$ cat src/sv/tss_pkg.sv
package tss_pkg;

    localparam int COORD_BITS = 12;
    localparam int XW         = COORD_BITS + 2;
    localparam int NUM_W      = 2 * COORD_BITS;
    localparam int CNT_W      = $clog2(NUM_W + 1);
    localparam int COLOUR_W   = 16;
    localparam int IN_W       = ((COORD_BITS + 7) / 8) * 8;
    localparam int OUT_FLD_W  = 3 * COORD_BITS + 1 + COLOUR_W;
    localparam int OUT_W      = ((OUT_FLD_W + 7) / 8) * 8;
    localparam int ADDR_W     = 5;
    localparam int REG_IDX_W  = 3;
    localparam int QUEUE_CNT_W = 2;

    // register indexes
    localparam logic [REG_IDX_W-1:0] REG_VAX = 3'd0;
    localparam logic [REG_IDX_W-1:0] REG_VAY = 3'd1;
    localparam logic [REG_IDX_W-1:0] REG_VBX = 3'd2;
    localparam logic [REG_IDX_W-1:0] REG_VBY = 3'd3;
    localparam logic [REG_IDX_W-1:0] REG_VCX = 3'd4;
    localparam logic [REG_IDX_W-1:0] REG_VCY = 3'd5;
    localparam logic [REG_IDX_W-1:0] REG_COL = 3'd6;

    typedef struct packed {
        logic signed [COORD_BITS-1:0] ax;
        logic signed [COORD_BITS-1:0] ay;
        logic signed [COORD_BITS-1:0] bx;
        logic signed [COORD_BITS-1:0] by;
        logic signed [COORD_BITS-1:0] cx;
        logic signed [COORD_BITS-1:0] cy;
    } t_tri;

    // one span job between front and back
    typedef struct packed {
        logic signed [XW-1:0]         base_a;
        logic signed [XW-1:0]         base_b;
        logic [NUM_W-1:0]             num_a;
        logic [NUM_W-1:0]             num_b;
        logic [COORD_BITS-1:0]        den_a;
        logic [COORD_BITS-1:0]        den_b;
        logic                         neg_a;
        logic                         neg_b;
        logic signed [COORD_BITS-1:0] row;
    } t_job;

    typedef enum logic [1:0] {
        B_IDLE,
        B_DIV,
        B_DONE
    } t_bstate;

endpackage

$ cat src/sv/triangle_scanline_span.sv
// triangle_scanline_span: filled span of one triangle on a requested row
//
// configure the three vertices and the colour over the apb port, then send
// row numbers on the s_axis channel; each row inside the triangle yields
// one span on m_axis (leftmost x, row, width, colour), rows outside give
// nothing. vertex writes must be done while no row is in flight.
//
// a row is classified and its products for edges a and b formed
// combinationally in the front, then queued (two entries). the back runs
// two restoring dividers, one quotient bit per cycle, one span at a time;
// that divider loop sets the sustained rate. a span passes the
// queue, the back and the output register. rows outside the triangle are
// dropped, taken every cycle that s_axis_tready is high. after each
// register write s_axis_tready drops for one cycle while the sort settles.
//
// reset clears the registers to zero, empties the queue and the output.
// when m_axis stalls the span holds in the output register, the back
// waits with the next result and s_axis keeps accepting until the queue
// fills.
module triangle_scanline_span
    import tss_pkg::*;
(
    input  logic                 i_clk,
    input  logic                 i_rst_n,
    // apb configuration
    input  logic                 psel,
    input  logic                 penable,
    input  logic                 pwrite,
    input  logic [ADDR_W-1:0]    paddr,
    input  logic [31:0]          pwdata,
    output logic [31:0]          prdata,
    output logic                 pready,
    // rows in
    input  logic                 s_axis_tvalid,
    output logic                 s_axis_tready,
    input  logic [IN_W-1:0]      s_axis_tdata,   // row
    // spans out
    output logic                 m_axis_tvalid,
    input  logic                 m_axis_tready,
    output logic [OUT_W-1:0]     m_axis_tdata    // span_x, span_row, span_width, span_colour
);

    t_tri                  r_tri;
    logic [COLOUR_W-1:0]   r_colour;
    logic [REG_IDX_W-1:0]  idx;
    logic                  wr;

    assign idx    = paddr[ADDR_W-1:2];
    assign wr     = psel && penable && pwrite;
    assign pready = 1'b1;

    // configuration registers
    always_ff @(posedge i_clk) begin
        if (!i_rst_n) begin
            r_tri    <= '0;
            r_colour <= '0;
        end else if (wr) begin
            case (idx)
                REG_VAX: r_tri.ax <= pwdata[COORD_BITS-1:0];
                REG_VAY: r_tri.ay <= pwdata[COORD_BITS-1:0];
                REG_VBX: r_tri.bx <= pwdata[COORD_BITS-1:0];
                REG_VBY: r_tri.by <= pwdata[COORD_BITS-1:0];
                REG_VCX: r_tri.cx <= pwdata[COORD_BITS-1:0];
                REG_VCY: r_tri.cy <= pwdata[COORD_BITS-1:0];
                REG_COL: r_colour <= pwdata[COLOUR_W-1:0];
                default: ;
            endcase
        end
    end

    // register readback
    always_comb begin
        case (idx)
            REG_VAX: prdata = 32'(unsigned'(r_tri.ax));
            REG_VAY: prdata = 32'(unsigned'(r_tri.ay));
            REG_VBX: prdata = 32'(unsigned'(r_tri.bx));
            REG_VBY: prdata = 32'(unsigned'(r_tri.by));
            REG_VCX: prdata = 32'(unsigned'(r_tri.cx));
            REG_VCY: prdata = 32'(unsigned'(r_tri.cy));
            REG_COL: prdata = 32'(r_colour);
            default: prdata = '0;
        endcase
    end

    t_job front_job, queue_job;
    logic push, pop, full, empty;

    tss_front u_front (
        .i_clk    (i_clk),
        .i_rst_n  (i_rst_n),
        .i_tri    (r_tri),
        .i_cfg_wr (wr),
        .i_valid  (s_axis_tvalid),
        .i_row    (s_axis_tdata[COORD_BITS-1:0]),
        .i_full   (full),
        .o_ready  (s_axis_tready),
        .o_push   (push),
        .o_job    (front_job)
    );

    tss_queue u_queue (
        .i_clk   (i_clk),
        .i_rst_n (i_rst_n),
        .i_push  (push),
        .i_job   (front_job),
        .i_pop   (pop),
        .o_job   (queue_job),
        .o_full  (full),
        .o_empty (empty)
    );

    logic [COORD_BITS-1:0] span_x, span_row;
    logic [COORD_BITS:0]   span_width;
    logic [COLOUR_W-1:0]   span_colour;

    tss_back u_back (
        .i_clk         (i_clk),
        .i_rst_n       (i_rst_n),
        .i_empty       (empty),
        .i_job         (queue_job),
        .o_pop         (pop),
        .i_colour      (r_colour),
        .i_out_ready   (m_axis_tready),
        .o_out_valid   (m_axis_tvalid),
        .o_span_x      (span_x),
        .o_span_row    (span_row),
        .o_span_width  (span_width),
        .o_span_colour (span_colour)
    );

    assign m_axis_tdata = OUT_W'({span_colour, span_width, span_row, span_x});

endmodule

$ cat src/sv/tss_front.sv
module tss_front
    import tss_pkg::*;
(
    input  logic                         i_clk,
    input  logic                         i_rst_n,
    input  t_tri                         i_tri,
    input  logic                         i_cfg_wr,
    input  logic                         i_valid,
    input  logic signed [COORD_BITS-1:0] i_row,
    input  logic                         i_full,
    output logic                         o_ready,
    output logic                         o_push,
    output t_job                         o_job
);

    logic signed [COORD_BITS-1:0] r_x0, r_y0, r_x1, r_y1, r_x2, r_y2;
    logic signed [COORD_BITS-1:0] n_x0, n_y0, n_x1, n_y1, n_x2, n_y2;
    logic signed [COORD_BITS-1:0] t;
    logic                         r_stale;

    // three compare-swaps on y, swap only when strictly greater
    always_comb begin
        t    = '0;
        n_x0 = i_tri.ax; n_y0 = i_tri.ay;
        n_x1 = i_tri.bx; n_y1 = i_tri.by;
        n_x2 = i_tri.cx; n_y2 = i_tri.cy;
        if (n_y0 > n_y1) begin
            t = n_y0; n_y0 = n_y1; n_y1 = t;
            t = n_x0; n_x0 = n_x1; n_x1 = t;
        end
        if (n_y1 > n_y2) begin
            t = n_y1; n_y1 = n_y2; n_y2 = t;
            t = n_x1; n_x1 = n_x2; n_x2 = t;
        end
        if (n_y0 > n_y1) begin
            t = n_y0; n_y0 = n_y1; n_y1 = t;
            t = n_x0; n_x0 = n_x1; n_x1 = t;
        end
    end

    // sorted vertices are registered and follow the registers in the next cycle
    always_ff @(posedge i_clk) begin
        r_x0 <= n_x0; r_y0 <= n_y0;
        r_x1 <= n_x1; r_y1 <= n_y1;
        r_x2 <= n_x2; r_y2 <= n_y2;
    end

    // hold off rows for one cycle while the sorted vertices catch up with a write
    always_ff @(posedge i_clk) begin
        if (!i_rst_n) begin
            r_stale <= 1'b1;
        end else begin
            r_stale <= i_cfg_wr;
        end
    end

    logic signed [COORD_BITS:0] dx_a, dx_b, dr_a, dr_b, dy_a, dy_b;
    logic [COORD_BITS-1:0]      mag_a, mag_b;
    logic                       flat, upper, hit;
    logic signed [COORD_BITS-1:0] mn, mx;

    // classify the row and build the terms for edges a and b
    always_comb begin
        flat = (r_y0 == r_y2);
        if (flat) begin
            hit = (i_row == r_y0);
        end else begin
            hit = (i_row >= r_y0) && (i_row <= r_y2);
        end
        if (r_y1 == r_y2) begin
            upper = (i_row <= r_y1);
        end else begin
            upper = (i_row < r_y1);
        end
        mn = r_x0;
        mx = r_x0;
        if (r_x1 < mn) mn = r_x1;
        if (r_x1 > mx) mx = r_x1;
        if (r_x2 < mn) mn = r_x2;
        if (r_x2 > mx) mx = r_x2;

        dx_b = (COORD_BITS+1)'(r_x2) - (COORD_BITS+1)'(r_x0);
        dr_b = (COORD_BITS+1)'(i_row) - (COORD_BITS+1)'(r_y0);
        dy_b = (COORD_BITS+1)'(r_y2) - (COORD_BITS+1)'(r_y0);
        if (upper) begin
            dx_a = (COORD_BITS+1)'(r_x1) - (COORD_BITS+1)'(r_x0);
            dr_a = dr_b;
            dy_a = (COORD_BITS+1)'(r_y1) - (COORD_BITS+1)'(r_y0);
        end else begin
            dx_a = (COORD_BITS+1)'(r_x2) - (COORD_BITS+1)'(r_x1);
            dr_a = (COORD_BITS+1)'(i_row) - (COORD_BITS+1)'(r_y1);
            dy_a = (COORD_BITS+1)'(r_y2) - (COORD_BITS+1)'(r_y1);
        end
        mag_a = dx_a[COORD_BITS] ? COORD_BITS'(-dx_a) : dx_a[COORD_BITS-1:0];
        mag_b = dx_b[COORD_BITS] ? COORD_BITS'(-dx_b) : dx_b[COORD_BITS-1:0];

        o_job.row = i_row;
        if (flat) begin
            o_job.base_a = XW'(mn);
            o_job.base_b = XW'(mx);
            o_job.num_a  = '0;
            o_job.num_b  = '0;
            o_job.den_a  = COORD_BITS'(1);
            o_job.den_b  = COORD_BITS'(1);
            o_job.neg_a  = 1'b0;
            o_job.neg_b  = 1'b0;
        end else begin
            o_job.base_a = upper ? XW'(r_x0) : XW'(r_x1);
            o_job.base_b = XW'(r_x0);
            o_job.num_a  = NUM_W'(mag_a) * NUM_W'(dr_a[COORD_BITS-1:0]);
            o_job.num_b  = NUM_W'(mag_b) * NUM_W'(dr_b[COORD_BITS-1:0]);
            o_job.den_a  = dy_a[COORD_BITS-1:0];
            o_job.den_b  = dy_b[COORD_BITS-1:0];
            o_job.neg_a  = dx_a[COORD_BITS];
            o_job.neg_b  = dx_b[COORD_BITS];
        end
    end

    assign o_ready = !i_full && !r_stale;
    assign o_push  = i_valid && o_ready && hit;

endmodule

$ cat src/sv/tss_queue.sv
module tss_queue
    import tss_pkg::*;
(
    input  logic i_clk,
    input  logic i_rst_n,
    input  logic i_push,
    input  t_job i_job,
    input  logic i_pop,
    output t_job o_job,
    output logic o_full,
    output logic o_empty
);

    t_job                   r_mem [2];
    logic                   r_wp, r_rp;
    logic [QUEUE_CNT_W-1:0] r_cnt;

    // two-entry job queue
    always_ff @(posedge i_clk) begin
        if (!i_rst_n) begin
            r_wp  <= 1'b0;
            r_rp  <= 1'b0;
            r_cnt <= '0;
        end else begin
            if (i_push) r_wp <= !r_wp;
            if (i_pop)  r_rp <= !r_rp;
            r_cnt <= r_cnt + QUEUE_CNT_W'(i_push) - QUEUE_CNT_W'(i_pop);
        end
    end

    always_ff @(posedge i_clk) begin
        if (i_push) r_mem[r_wp] <= i_job;
    end

    assign o_job   = r_mem[r_rp];
    assign o_full  = (r_cnt == QUEUE_CNT_W'(2));
    assign o_empty = (r_cnt == '0);

endmodule

$ cat src/sv/tss_div.sv
module tss_div
    import tss_pkg::*;
(
    input  logic                  i_clk,
    input  logic                  i_load,
    input  logic                  i_step,
    input  logic [NUM_W-1:0]      i_num,
    input  logic [COORD_BITS-1:0] i_den,
    output logic [COORD_BITS-1:0] o_quo
);

    logic [NUM_W-1:0]      r_rq;
    logic [COORD_BITS-1:0] r_rem;
    logic [COORD_BITS-1:0] r_den;
    logic [COORD_BITS:0]   trial;
    logic                  fits;

    // restoring division, one quotient bit per step
    assign trial = {r_rem, r_rq[NUM_W-1]};
    assign fits  = (trial >= {1'b0, r_den});

    always_ff @(posedge i_clk) begin
        if (i_load) begin
            r_rq  <= i_num;
            r_rem <= '0;
            r_den <= i_den;
        end else if (i_step) begin
            r_rq  <= {r_rq[NUM_W-2:0], fits};
            r_rem <= fits ? COORD_BITS'(trial - {1'b0, r_den}) : trial[COORD_BITS-1:0];
        end
    end

    assign o_quo = r_rq[COORD_BITS-1:0];

endmodule

$ cat src/sv/tss_back.sv
module tss_back
    import tss_pkg::*;
(
    input  logic                         i_clk,
    input  logic                         i_rst_n,
    input  logic                         i_empty,
    input  t_job                         i_job,
    output logic                         o_pop,
    input  logic [COLOUR_W-1:0]          i_colour,
    input  logic                         i_out_ready,
    output logic                         o_out_valid,
    output logic [COORD_BITS-1:0]        o_span_x,
    output logic [COORD_BITS-1:0]        o_span_row,
    output logic [COORD_BITS:0]          o_span_width,
    output logic [COLOUR_W-1:0]          o_span_colour
);

    t_bstate               r_state, n_state;
    logic [CNT_W-1:0]      r_cnt, n_cnt;
    t_job                  r_job;
    logic                  r_valid, n_valid;
    logic                  load, step, emit;
    logic [COORD_BITS-1:0] quo_a, quo_b;

    tss_div u_div_a (
        .i_clk  (i_clk),
        .i_load (load),
        .i_step (step),
        .i_num  (i_job.num_a),
        .i_den  (i_job.den_a),
        .o_quo  (quo_a)
    );

    tss_div u_div_b (
        .i_clk  (i_clk),
        .i_load (load),
        .i_step (step),
        .i_num  (i_job.num_b),
        .i_den  (i_job.den_b),
        .o_quo  (quo_b)
    );

    // sequencer: take a job, run both dividers, hand the span over
    always_comb begin
        n_state = r_state;
        n_cnt   = r_cnt;
        load    = 1'b0;
        step    = 1'b0;
        emit    = 1'b0;
        case (r_state)
            B_IDLE: begin
                if (!i_empty) begin
                    load    = 1'b1;
                    n_cnt   = CNT_W'(NUM_W);
                    n_state = B_DIV;
                end
            end
            B_DIV: begin
                step  = 1'b1;
                n_cnt = r_cnt - CNT_W'(1);
                if (r_cnt == CNT_W'(1)) n_state = B_DONE;
            end
            B_DONE: begin
                if (!r_valid || i_out_ready) begin
                    emit    = 1'b1;
                    n_state = B_IDLE;
                end
            end
            default: n_state = B_IDLE;
        endcase
        n_valid = emit || (r_valid && !i_out_ready);
    end

    assign o_pop = load;

    always_ff @(posedge i_clk) begin
        if (!i_rst_n) begin
            r_state <= B_IDLE;
            r_cnt   <= '0;
            r_valid <= 1'b0;
        end else begin
            r_state <= n_state;
            r_cnt   <= n_cnt;
            r_valid <= n_valid;
        end
    end

    always_ff @(posedge i_clk) begin
        if (load) r_job <= i_job;
    end

    logic signed [XW-1:0] qa, qb, ea, eb, lo, hi, wid;

    // edges from the quotients, truncated toward zero by sign of the term
    always_comb begin
        qa  = r_job.neg_a ? -XW'(quo_a) : XW'(quo_a);
        qb  = r_job.neg_b ? -XW'(quo_b) : XW'(quo_b);
        ea  = r_job.base_a + qa;
        eb  = r_job.base_b + qb;
        lo  = (ea < eb) ? ea : eb;
        hi  = (ea < eb) ? eb : ea;
        wid = hi - lo + XW'(1);
    end

    // output register
    always_ff @(posedge i_clk) begin
        if (emit) begin
            o_span_x      <= lo[COORD_BITS-1:0];
            o_span_row    <= r_job.row;
            o_span_width  <= wid[COORD_BITS:0];
            o_span_colour <= i_colour;
        end
    end

    assign o_out_valid = r_valid;

endmodule
$ cat config.mk
export PLATFORM = sky130hd
export DESIGN_NAME = triangle_scanline_span
export DESIGN_NICKNAME = d
export VERILOG_FILES = /design/src/sv/tss_pkg.sv /design/src/sv/triangle_scanline_span.sv /design/src/sv/tss_front.sv /design/src/sv/tss_queue.sv /design/src/sv/tss_div.sv /design/src/sv/tss_back.sv
export SDC_FILE = /design/constraint.sdc
export NUM_CORES = 2
export LEC_CHECK = 0
export CAP_MARGIN = 20
export CORE_MARGIN = 1.5
export CORE_UTILIZATION = 55
export CTS_CLUSTER_SIZE = 10
export DETAILED_ROUTE_END_ITERATION = 7
export DONT_BUFFER_PORTS = 1
export PLACE_DENSITY_LB_ADDON = 0.3
export SKIP_CTS_REPAIR_TIMING = 1
export SYNTH_ARGS = -nofsm -noshare
export SYNTH_HDL_FRONTEND = slang
export SYNTH_HIERARCHICAL = 1
export SYNTH_SLANG_ARGS = --single-unit
export TNS_END_PERCENT = 20
$ cat constraint.sdc
create_clock -name i_clk -period 19.5 [get_ports i_clk]
set_clock_uncertainty 0.15 [all_clocks]
set_input_delay 2.925 -clock i_clk [delete_from_list [all_inputs] [get_ports i_clk]]
set_output_delay 2.925 -clock i_clk [all_outputs]
set_load 0.02 [all_outputs]
Word-level counts from Yosys, hierarchy flattened
Memories as Yosys holds them, arrays and structs flattened. A register that Yosys moved wholly into a read port is not among the register bits.
Index checks and enable logic that the tools add are counted.
{"block": "totals", "mem_bits_rw": 228, "mem_count": 1, "ff_bits": 364, "elab_cells": 169, "inputBits": 60}
{"name": "u_queue.r_mem", "depth": 2, "word_bits": 114, "rd": 1, "rd_clocked_by_memory_dff": 1, "write_ports": 1, "line": "tss_queue.sv:14", "text": "t_job r_mem [2];"}
{"block": "op_classes", "multipliers": 2, "order_cmp": 14, "eq_ne": 16, "mux": 51, "n_reduce_logical": 29, "addsub": 21}
{"op": "$mux W12", "n": 22}
{"op": "$pmux W16 S7", "n": 1}
{"op": "$mux W102", "n": 1}
{"op": "$mux W24", "n": 4}
{"op": "$sub A12 B12 Y12", "n": 7}
{"op": "$gt A12 B12 Y1", "n": 5}
{"op": "$mul A12 B12 Y24", "n": 2}
{"op": "$mux W14", "n": 3}
{"op": "$mux W13", "n": 3}
{"op": "$sub A12 B12 Y13", "n": 3}
{"op": "$eq A12 B12 Y1", "n": 3}
{"op": "$lt A12 B12 Y1", "n": 3}
{"op": "$add A14 B14 Y14", "n": 2}
{"op": "$neg A12 Y14", "n": 2}
{"op": "$ge A13 B12 Y1", "n": 2}
{"op": "$le A12 B12 Y1", "n": 2}
{"op": "$neg A12 Y12", "n": 2}
{"op": "$reduce_and A2 Y1", "n": 8}
{"op": "$lt A14 B14 Y1", "n": 1}
{"op": "$add A13 B2 Y13 const B", "n": 1}
{"op": "$sub A13 B13 Y13", "n": 1}
{"op": "$ge A12 B12 Y1", "n": 1}
{"op": "$mux W1", "n": 11}
{"op": "$pmux W5 S2", "n": 1}
{"op": "other kinds (21)", "n": 42}

Depth between registers and ports, before layout
{"block": "logic_depth", "word_depth": 7, "depth_mapped": 35, "ltp_nobuf": 31}

By module
Netlist, hierarchy kept.
{"mod": "tss_front", "cells_per_inst": 2768, "n_inst": 1, "seq_area_each_um2": 1461.4, "area_each_um2": 21353.0}
{"mod": "tss_queue", "cells_per_inst": 376, "n_inst": 1, "seq_area_each_um2": 6946.7, "area_each_um2": 8699.6}
{"mod": "tss_back", "cells_per_inst": 519, "n_inst": 1, "seq_area_each_um2": 3012.9, "area_each_um2": 5939.4}
{"mod": "tss_div", "cells_per_inst": 236, "n_inst": 2, "seq_area_each_um2": 1321.3, "area_each_um2": 2707.6}
{"mod": "triangle_scanline_span", "cells_per_inst": 416, "n_inst": 1, "seq_area_each_um2": 1761.7, "area_each_um2": 4091.4}

Worst setup path after synthesis
OpenSTA, ideal clock, no wires.
{"block": "synth_path", "path_type": "input port to flip-flop", "startpoint": "input s_axis_tdata[0]", "endpoint": "memory u_queue/r_mem[0][0] (netlist bit) (enable)", "t_required_ps": 18748, "t_arrival_ps": 9817, "path_buffers": 0, "slack_ps": 8931, "cell_stages": 13, "cell_sequence": "inv_1 -> ha_1 -> inv_1 -> fa_1 -> a21o_1 -> a21oi_1 -> o221ai_1 -> nor2b_1 -> a2111oi_0 -> a21oi_1 -> o211ai_1 -> a31oi_1 -> nor2b_1"}
{"block": "synth_via", "elab_chain_len": 6, "elab_cells_between_ends": 8, "cone_classes": "order compare: 2; eq/ne: 1; mux: 3; reduce/logical: 2"}
{"item": "start, declared", "line": "triangle_scanline_span.sv:36", "text": "input logic [IN_W-1:0] s_axis_tdata,"}
{"item": "$ge A12 B12 Y1 or $le A12 B12 Y1 (tied branches)", "line": "tss_front.sv:68", "text": "hit = (i_row >= r_y0) && (i_row <= r_y2);"}
{"item": "$logic_and A1 B1 Y1", "line": "tss_front.sv:68"}
{"item": "$mux W1 *", "line": "tss_front.sv:65", "text": "if (flat) begin"}
{"item": "$logic_and A1 B1 Y1 *", "line": "tss_front.sv:120", "text": "assign o_push = i_valid && o_ready && hit;"}
{"item": "via push", "line": "triangle_scanline_span.sv:86", "text": "logic push, pop, full, empty;"}
{"item": "$mux W1 *", "line": "tss_queue.sv:32", "text": "if (i_push) r_mem[r_wp] <= i_job;"}
{"item": "$mux W1 (implied by the code) *", "line": "tss_queue.sv:32"}
{"item": "end, declared", "line": "tss_queue.sv:14"}
Mark *: on every way through the listed nets, which the timed path passes. The rest lies on a longest branch.

==> results.cfg <==
[critical_path]
endpoint_kind = flop
startpoint_type = input port
path_delay_family = adder cells
crit_slowest_cell = o311ai_0
cp.arrival_ns = 12.13
cpMostUsedCell = fa_1
cp_num_cells = 27
critPathBufInv = 5
max_stage_delay_ns = 0.71
critPathMaxFanout = 50
r2r_setup_slack_ns = 9.41
crit_required_ns = 19.70
reg2reg_depth = 27
crit_type = in -> reg

[routing]
finalWirelength_um = 109000
final_antenna_net_count = 0
drc = 0
viasPerCell = 5.86
avgRoutedWirePerCell_um = 19.6
vias = 32704
drtPass1Iterations = 5
drt_iter0_markers = 2407

[die]
die_h_um = 291
dieArea_um2 = 84500
rows = 105
initial_core_util = 0.555
ios = 151
core_um2 = 82000
die-width_um = 291

[global_routing]
grt_pass1_vias = 31880
gr-total-overflow = 0
grt_pass1_wl_um = 173000
grt_use_total = 0.256
grt_max_degree = 113
antenna_found_initial = 3

[place]
dp_slack_ns = 6.80
port_buffers = 0
gp_congestion = 0.956
dp_hpwl_um = 82200

[flow_run]
maxCapViolCount = 0

[synth]
synth_flop_cell = edfxtp_1
synth-edff-count = 395
syn_area_um2 = 45500
async_reset_ff_frac = 0
synthTopCellsByArea = edfxtp_1 (26%), ha_1 (10%), fa_1 (9.4%), dfxtp_1 (8.7%), nand2_1 (4.1%)
syn-mean-instance-area_um2 = 10.0
synth_top_area_cell = edfxtp_1
synth_top_area_frac = 0.261
synth-seq-cells = 593
synth.distinct_cells = 100
synth.most_common_cell = nand2_1
synthCells = 4551
synth_warnings = 6
synthTopCellsByCount = nand2_1 (503), inv_1 (492), edfxtp_1 (395)
yosysSeqAreaShare = 0.348

[cts]
cts_inserted_buffers = 74
cts.clk_slew.worst_paths_ns = 0.05
clock_path_buffers = 3
cts.htree.levels = 3
cts-root-buf = clkbuf_16
clock_latency_ns = 0.61
cts_tree = yes
cts.sinks = 593

[sta]
whs_ns = 0.269
setup_tns_ns = 0
maxSlewViolCount = 0
fmax_mhz = 83.8
max_slew.worst_pin.slew_ns = 1.09
finalCriticalPeriod_ns = 11.93
setup_slack_ns = 7.57
setup_viol = 0
maxSlewHeadroom = 0.265
final-hold-violation-count = 0
post-route-period-util = 0.612
rsz0062_at_grt = false

[layout]
design.final.nets = 5124
area_growth_pct = 6.13
n_fill_cell = 6909
drive_above_1_share = 0.101
diodes = 0
final_util = 0.589

[hold_path]
min_path_type = reg -> reg
worstHoldPathCells = 0

[run_status]
status = complete, no violations
==> cells by family after synthesis <==
logic type | share of synthesized area
and+or+nand+nor | 0.130
other | 0.000165
adders and majority gates | 0.197
buffers and inverters | 0.0691
AOI/OAI and AO/OA | 0.121
xor gates and xnor gates | 0.0330
muxes | 0.101
DFF | 0.348
==> cells in the final DEF, fill, tap and decap left out, types with 62 or more instances in the layout <==
| cell type | instances |
|---|---|
| mux2i_1 | 175 |
| o21ai_0 | 190 |
| ha_1 | 377 |
| nand3_1 | 78 |
| nor3_1 | 73 |
| clkbuf_16 | 74 |
| fa_1 | 213 |
| nand2_1 | 502 |
| edfxtp_1 | 395 |
| dfxtp_1 | 197 |
| nor2_1 | 292 |
| a21oi_1 | 166 |
| inv_1 | 491 |
| mux2_4 | 62 |
| mux2_2 | 149 |
| xnor2_1 | 103 |
| xor2_1 | 64 |
==> per-stage QoR <==
step | instance area [µm²] | std cells
4_1_cts | 48200 | 5575
3_3_place_gp | 46100 | 5459
3_5_place_dp | 46100 | 5460
5_1_grt | 48300 | 5583
6_report | 48300 | 5583
2_1_floorplan | 45600 | 4569
==> cell type report <==
type | instances | area, µm² | area share
inverter | 492 | 1850 | 0.0383
sequential | 593 | 15800 | 0.328
multi-input combinational | 3252 | 26700 | 0.552
clock buffer | 96 | 1950 | 0.0405
clock inverter | 19 | 194 | 0.00402
tap | 1070 | 1340 | 0.0277
timing repair buffer | 61 | 458 | 0.00948
==> per-layer routing <==
layer	wire [µm]	track usage
met3	6720	0.0409
met4	3340	0.0880
met1	49400	0.351
met2	50000	0.413
met5	26	0
==> path summary, 6_finish.rpt <==
check	endpoint	startpoint
worst max-delay path	u_queue/r_mem[0][85]	s_axis_tdata[0]
worst max register to register	u_queue/r_mem[0][85]	u_front/r_y1[1]
worst min-delay path	u_back/o_span_row[10]	u_back/r_job[10]
worst min register to register	u_back/o_span_row[10]	u_back/r_job[10]
==> state kept, by name, summed over array words and instances, names as in the netlist, 13 cells and up, named ones only <==
name                  cells
r_colour                 16
u_back/u_div_a/r_rq      24
u_queue/r_mem           228
u_back/r_job             42
r_tri                    72
u_back/o_span_width      13
u_back/u_div_b/r_rq      24
u_back/o_span_colour     16
Power is not shown: default switching activity piles up to over one toggle a cycle in this logic, so the estimate is an artifact.
